## config.mk

```make
export PLATFORM = sky130hd
export DESIGN_NAME = mmm_queue
export DESIGN_NICKNAME = d
export VERILOG_FILES = /design/src/hdl/mmm_pkg.sv /design/src/hdl/mmm_queue.sv
export SDC_FILE = /design/constraint.sdc
export NUM_CORES = 1
export LEC_CHECK = 0
export CAP_MARGIN = 20
export CORE_ASPECT_RATIO = 0.5
export CORE_MARGIN = 4
export CORE_UTILIZATION = 35
export DETAILED_ROUTE_END_ITERATION = 7
export DONT_BUFFER_PORTS = 1
export PLACE_DENSITY = 0.59
export SLEW_MARGIN = 40
export SYNTH_ARGS = -nofsm -noshare
export SYNTH_HDL_FRONTEND = slang
export SYNTH_SLANG_ARGS = --single-unit
```

## constraint.sdc

```tcl
create_clock -name clock -period 9.9 [get_ports clock]
set_input_delay 1.98 -clock clock [delete_from_list [all_inputs] [get_ports clock]]
set_output_delay 1.98 -clock clock [all_outputs]
set_load 0.01 [all_outputs]
```

## src/hdl/mmm_pkg.sv

```systemverilog
`timescale 1ns / 1ps
// ----------------------------------------------------------------------------
// mmm_pkg
// Shared constants, command codes and types of the Montgomery multiplier.
// ----------------------------------------------------------------------------
package mmm_pkg;

   localparam int LIMB_W    = 52;
   localparam int HALF_W    = 26;
   localparam int MAX_LIMBS = 32;
   localparam int IDX_W     = 5;
   localparam int CNT_W     = 6;
   localparam int ACC_DEPTH = 2 * MAX_LIMBS;
   localparam int ACC_AW    = 6;

   localparam logic [1:0] CMD_LOAD_MOD = 2'd0;
   localparam logic [1:0] CMD_LOAD_OPS = 2'd1;
   localparam logic [1:0] CMD_START    = 2'd2;

   localparam logic REG_NEG_INV = 1'b0;
   localparam logic REG_LIMBS   = 1'b1;

   typedef struct packed {
      logic [1:0]        cmd;
      logic [IDX_W-1:0]  idx;
      logic [LIMB_W-1:0] first;
      logic [LIMB_W-1:0] second;
   } q_entry_type;

   typedef struct packed {
      logic [LIMB_W-1:0] mu;
      logic [CNT_W-1:0]  n;
   } cfg_type;

endpackage

```

## src/hdl/mmm_queue.sv

```systemverilog
`timescale 1ns / 1ps
// ----------------------------------------------------------------------------
// mmm_queue
// Four-entry request queue between the front and the back.
// ----------------------------------------------------------------------------
module mmm_queue (
   input  logic                 clock,
   input  logic                 reset,
   input  logic                 push,
   input  mmm_pkg::q_entry_type push_data,
   output logic                 full,
   input  logic                 pop,
   output mmm_pkg::q_entry_type pop_data,
   output logic                 empty
);

   mmm_pkg::q_entry_type mem_ff [4];
   logic [1:0] wp_ff, wp_in, rp_ff, rp_in;
   logic [2:0] cnt_ff, cnt_in;

   assign full     = (cnt_ff == 3'd4);
   assign empty    = (cnt_ff == 3'd0);
   assign pop_data = mem_ff[rp_ff];

   always_comb begin
      wp_in  = push ? wp_ff + 2'd1 : wp_ff;
      rp_in  = pop ? rp_ff + 2'd1 : rp_ff;
      cnt_in = cnt_ff + {2'b0, push} - {2'b0, pop};
   end

   always_ff @(posedge clock) begin
      if (reset) begin
         wp_ff  <= '0;
         rp_ff  <= '0;
         cnt_ff <= '0;
      end else begin
         wp_ff  <= wp_in;
         rp_ff  <= rp_in;
         cnt_ff <= cnt_in;
      end
   end

   always_ff @(posedge clock) begin
      if (push) begin
         mem_ff[wp_ff] <= push_data;
      end
   end

endmodule

```

-- After elaboration in Yosys (flattened, before gate mapping)
Memories as Yosys holds them, arrays and structs flattened. A register that Yosys moved wholly into a read port is not among the register bits.
Index checks and enable logic that the tools add are counted.
- output and inout bits: 113
- memories kept: 1
- bits in writable memories: 444
- input port bits: 115
- flip-flop bits (word level): 7
- word-level logic and storage cells: 14
- add/sub/neg operators: 4
- reduce and logical (&&, ||, !) cells: 1
- mux-type cells: 4
- eq/ne operators: 1
- memories (memory ; depth ; width ; read ports ; clocked after Yosys merged registers in ; write ports ; line ; source):
    mem_ff ; 4 ; 111 ; 1 ; 1 ; 1 ; mmm_queue.sv:17 ; mmm_pkg::q_entry_type mem_ff [4];
- operators with widths (cell ; number):
    $add 2x1->2 const B ; 2
    $mux 2 ; 2
    $add 3x1->3 ; 1
    $eq 3x3->1 const B ; 1
    $logic_not 3->1 ; 1
    $sub 3x1->3 ; 1
    $mux 1 ; 2

-- Depth between registers and ports, before layout
Gate-level depths: netlist (run 1).
- depth after elaboration: 3
- gate-level depth with buffers: 7
- mapped depth without buffers: 7

-- Worst setup path after synthesis (run 1)
Ideal clock, no wire load.
- path type: input to register
- start: in push
- end: mem mem_ff[0][0] in the netlist's numbering, enable pin
- setup time: 482 ps
- cell stages on the path: 1
- required time: 9418 ps
- arrival time: 4534 ps
- buffers on the path: 0
- slack: 4884 ps
- cells stage by stage: and2_1
- longest elaborated chain between the ends: 2
- RTL lines (what ; line ; source):
    from (decl) ; mmm_queue.sv:9 ; input logic push,
    $mux 1 ; mmm_queue.sv:44 ; if (push) begin
    $mux 1 (not written as such) ; mmm_queue.sv:45 ; mem_ff[wp_ff] <= push_data;
    to (decl) ; mmm_queue.sv:17 ;
No other way between the ends.

==> qor.txt, run 1 <==
Yosys warning total = 0
fin nets = 775
Mapped Cells = 621
Synth cell types = 21
post-CTS sizing = 0
Final WS setup = 5.247 ns
DR DRC count = 0
Placement Setup Slack = 5.683 ns
dpl hpwl = 19070 um
Final setup viols = 0
count leader, synth = edfxtp_1
hold_sp = rp_ff[0]
register area = 13520 um^2
depth of the CTS H-tree = 2
die area = 50730 um^2
post-synthesis cell area = 16450 um^2
CP max FO = 35
worst slew pin tran = 0.7573 ns
clk_lat worst skew = 0.53 ns
grt total ovfl = 0
Max Freq = 214.9 MHz
Pins Over Slew Limit = 0
Hold Fails Final Rpt = 0
Hold Buf Count CTS = 0
minimum clock period = 4.653 ns
leakage = 5.652 nW
Slew HR = 49.51%
CORE AREA = 45830 um^2
Clock Root Buffer = clkbuf_16
Hold WS = 0.5233 ns
Die H = 161.3 um
total of max-cap violations = 0
setup_tns = 0 ns
CP Capture Type = primary output
share of layout cells above drive strength 1 = 27.05%
status = finished, final reports clean
FF-to-FF setup slack = 7.67 ns
Initial Util = 35.89%
Vias/cell = 4.879
Yosys top cell by area = edfxtp_1
Antenna Cells = 0
IO Port Bufs = 0
Worst-path clk slew = 0.06 ns
#FFs+latches synth = 453
hold depth = 2
CP required = 7.92 ns
CP Launch Type = register
Post-synth EDFFs = 444
Main synth FF type = edfxtp_1
clk sink count = 453
final wirelength = 31130 um
WL/cell = 23.74 um
Post-synth top cells = edfxtp_1 (444), mux4_2 (111), buf_2 (11)
Seq/Total Area, Yosys = 82.16%
crit path kind = reg -> out
CTS tree = built
# IOs = 228
Yosys top cell area share = 81.07%
cells on worst reg2reg path = 5
filler cell count = 3960
DR pass1 iterations = 6
maximum clock path buffer count = 3
Total GRT Usage = 12.07%
Worst R2R Start = wp_ff[0]
largest net degree at the start of global routing = 64
setup repair bufs after CTS = 0
DR iter-0 viols = 537
initial antenna violation count = 0
Synth-to-Final Area Change = 13.28%
Multi-input gate area = 2746 um^2
Horiz. Die Dim = 314.6 um
DRT antenna net count = 0
leading cell types by total area after synthesis = edfxtp_1 (81%), mux4_2 (15%), dfxtp_1 (1.1%), buf_6 (0.62%), ha_1 (0.46%)
Reg-to-Reg End = mem_ff[0][5]
VDD IR max = 0.0001312 V
RSZ-0062 raised after global routing = false
path type of the worst min-delay path = reg -> reg
Syn Nets = 743
Setup Skew = 0.01137 ns
total CTS buffers = 42
Syn Area/Cell = 26.48 um^2
# rows = 55
gp weighted congestion = 0.6854
Vias = 6397
Period Utilization, post-route = 47.00%
first-pass GRT wire length = 45770 um
pwr dens = 222.8 nW/um^2
crit path DAT = 2.67 ns
vias in the first global route = 6725
async set-or-reset flop fraction in the synthesized netlist = 0%
[stage by stage]
step                      util, %  cell area [um^2]  cells  power, mW
final                       40.65             18630   1311      4.151
after global routing        40.65             18630   1311      4.312
after CTS                   40.48             18550   1307      4.207
after detailed placement    37.45             17170   1232      2.583
after global placement      37.37             17130   1231      2.575
after floorplan                 -             16450    621      2.509
[cell type report]
cell class	count	area share, %
repair buffers	12	0.9200
multi-input cells	138	14.74
clock inverters	18	1.155
clock buffers	57	6.286
well taps	627	4.211
inverters	6	0.1209
flip-flops and latches	453	72.57
[state kept, by name, summed over array words and instances, names as in the netlist, named ones only]
signal and count:
cnt_ff 3, mem_ff 444, rp_ff 2, wp_ff 2
[worst max-delay path, cell delays in order (launching register included)]
cell	delay, ns
dfxtp_4	0.71
buf_4	0.70
mux4_2	0.67
[cells by family (layout without fill, tap and decap cells)]
logic type,count (synthesis),in the layout,synth area share (%)
AO/OA/AOI/OAI,2,2,0.09126
XOR/XNOR,3,3,0.2510
adder cells (fa/ha/maj),7,7,0.5782
buffers and inverters,30,93,1.202
flip-flops,453,453,82.16
multiplexers,112,112,15.26
AND/OR/NAND/NOR,14,14,0.4564
[cells in the final DEF, fill, tap and decap left out]
master	synthesis	routed
inv_6	0	2
xnor2_1	2	2
xor3_1	1	1
dfxtp_1	9	7
nor3_1	1	1
a21bo_2	1	1
a21oi_1	1	1
clkbuf_16	0	45
clkinv_2	0	2
clkinv_1	0	8
mux4_2	111	111
nor2_1	5	5
bufinv_16	0	5
edfxtp_1	444	444
and3_1	1	1
buf_12	0	5
buf_4	1	2
fa_1	1	1
nor2b_1	2	2
dfxtp_4	0	2
nand3b_1	1	1
clkbuf_1	3	12
mux2i_1	1	1
clkinvlp_4	0	1
inv_1	6	6
ha_1	6	6
buf_6	9	5
and2_4	0	4
[layer usage]
| metal | vias up | share of wire [%] | track usage, % |
|---|---|---|---|
| met4 | 0 | 2.1 | 3.470 |
| met3 | 52 | 2.7 | 2.116 |
| met5 | - | 0 | 0 |
| met2 | 91 | 58 | 23.22 |
| li1 | 2737 | - | - |
| met1 | 3517 | 38 | 13.77 |
[where the power goes]
| part | internal, mW | total, mW | switching, mW |
|---|---|---|---|
| combinational | 0.124 | 0.296 | 0.172 |
| sequential | 2.21 | 2.24 | 0.0302 |
| clock | 0.961 | 1.62 | 0.659 |
[worst max-delay path by stage]
| stage | end | cells after the start |
|---|---|---|
| 3_5_place_dp | pop_data[31] | 2 |
| 5_1_grt | pop_data[21] | 2 |
| 2_1_floorplan | mem_ff[0][0] | 1 |
| 6_report | pop_data[21] | 2 |
| 3_3_place_gp | pop_data[60] | 2 |
| 4_1_cts | pop_data[21] | 2 |
Note: power is estimated with default switching activity, not from simulation.
==> run 2, diff against run 1 <==
- clock period: 9.9 -> 4.55 ns (I/O delays scaled with it)
==> run 2 against run 1 <==
  * Clock skew hardly changed
  * Cell area is 0.52% higher
  * Global-route usage up 0.44 points
  * Cell count increased by 0.23%
  * Non-clock buffer count increased by 3
==> qor.txt, run 2 (same netlist as run 1, synthesis figures left out) <==
largest registers = mem_ff x444, cnt_ff x3
Die H = 161.3 um
vias in the first global route = 6780
# rows = 55
Max Freq = 297.8 MHz
post-CTS sizing = 0
max reg flops = 444
WL/cell = 24.17 um
DR iter-0 viols = 583
commonest non-fill, non-tap cell in the layout = edfxtp_1
total power = 9.043 mW
# IOs = 228
Horiz. Die Dim = 314.6 um
CORE AREA = 45830 um^2
CP Capture Type = primary output
filler cell count = 3931
Multi-input gate area = 2746 um^2
Antenna Cells = 0
leakage = 5.700 nW
CP required = 3.64 ns
VDD IR max = 0.0002538 V
Worst-path clk slew = 0.06 ns
Slew HR = 59.57%
status = finished, final reports clean
crit path kind = reg -> out
final non-filler cell total = 1314
CP Launch Type = register
CP max FO = 29
FF-to-FF setup slack = 2.66 ns
hold depth = 1
Synth-to-Final Area Change = 13.88%
initial antenna violation count = 0
DR DRC count = 0
maximum clock path buffer count = 3
largest net degree at the start of global routing = 58
Initial Util = 35.89%
hold_sp = reset
CTS tree = built
Period Utilization, post-route = 73.80%
Total GRT Usage = 12.52%
path type of the worst min-delay path = in -> reg
depth of the CTS H-tree = 2
Inst Count DP = 1239
Vias = 6502
dpl hpwl = 20210 um
Hold Fails Final Rpt = 0
minimum clock period = 3.358 ns
clk sink count = 453
die area = 50730 um^2
gp weighted congestion = 0.7027
Setup Skew = 0.01100 ns
total CTS buffers = 42
DRT antenna net count = 0
Reg-to-Reg End = mem_ff[0][45]
Hold Buf Count CTS = 0
clk_lat worst skew = 0.53 ns
Pins Over Slew Limit = 0
largest register by flop count = mem_ff
most frequent cells in the layout = edfxtp_1 (444), mux4_2 (111), clkbuf_16 (43), buf_12 (13), clkinv_2 (10)
Final setup viols = 0
Worst R2R Start = wp_ff[0]
share of layout cells above drive strength 1 = 28.38%
total of max-cap violations = 0
Vias/cell = 4.948
post-layout util = 40.87%
fin nets = 778
IO Port Bufs = 0
pwr dens = 482.8 nW/um^2
first-pass GRT wire length = 47160 um
final wirelength = 31750 um
worst slew pin tran = 0.6065 ns
setup_tns = 0 ns
setup repair bufs after CTS = 0
register area = 13520 um^2
grt total ovfl = 0
DR pass1 iterations = 4
RSZ-0062 raised after global routing = false
cells on worst reg2reg path = 5
Clock Root Buffer = clkbuf_16
crit path DAT = 2.45 ns
-- run 2: power by group --
part           leakage [nW]  switching, mW  internal (mW)
sequential             4.15         0.0678           4.80
combinational         0.866          0.383          0.284
clock                 0.680           1.44           2.07
-- run 2: how the worst max path moves through the flow --
stage	start	to	slack, ns	depth (start not counted)
5_1_grt	register	pop_data[107]	0.97	2
4_1_cts	register	pop_data[31]	1.05	2
3_5_place_dp	register	pop_data[31]	1.64	2
6_report	register	pop_data[107]	1.19	2
3_3_place_gp	register	pop_data[31]	1.65	2
2_1_floorplan	push	mem_ff[0][0]	0.60	1
-- run 2: area by class of cell --
| cell class | count | area share (%) |
|---|---|---|
| Sequential cell | 453 | 72.19 |
| Multi-Input combinational cell | 138 | 14.66 |
| Clock buffer | 51 | 5.906 |
| Tap cell | 627 | 4.189 |
| Timing Repair Buffer | 15 | 1.470 |
| Clock inverter | 24 | 1.463 |
| Inverter | 6 | 0.1202 |
-- run 2: layer usage --
metal  global-route usage (%)  routed length [um]
met5                        0                   0
met4                    3.761                 742
met3                    2.590                1268
met2                    23.76               18430
met1                    14.22               11310
-- run 2: worst max-delay path, stage by stage, from the launching register on --
cell,delay [ns]
dfxtp_4,0.74
buf_4,0.49
mux4_2,0.65
-- run 2: through the flow --
stage                     hold WS, ns  cell area [um^2]  setup slack, ns
final                          0.4366             18730            1.192
after global routing           0.3995             18730           0.9655
after CTS                      0.3986             18730            1.047
after detailed placement       0.5163             17350            1.638
after global placement         0.5042             17210            1.649
after floorplan                0.4918             16450           0.6036
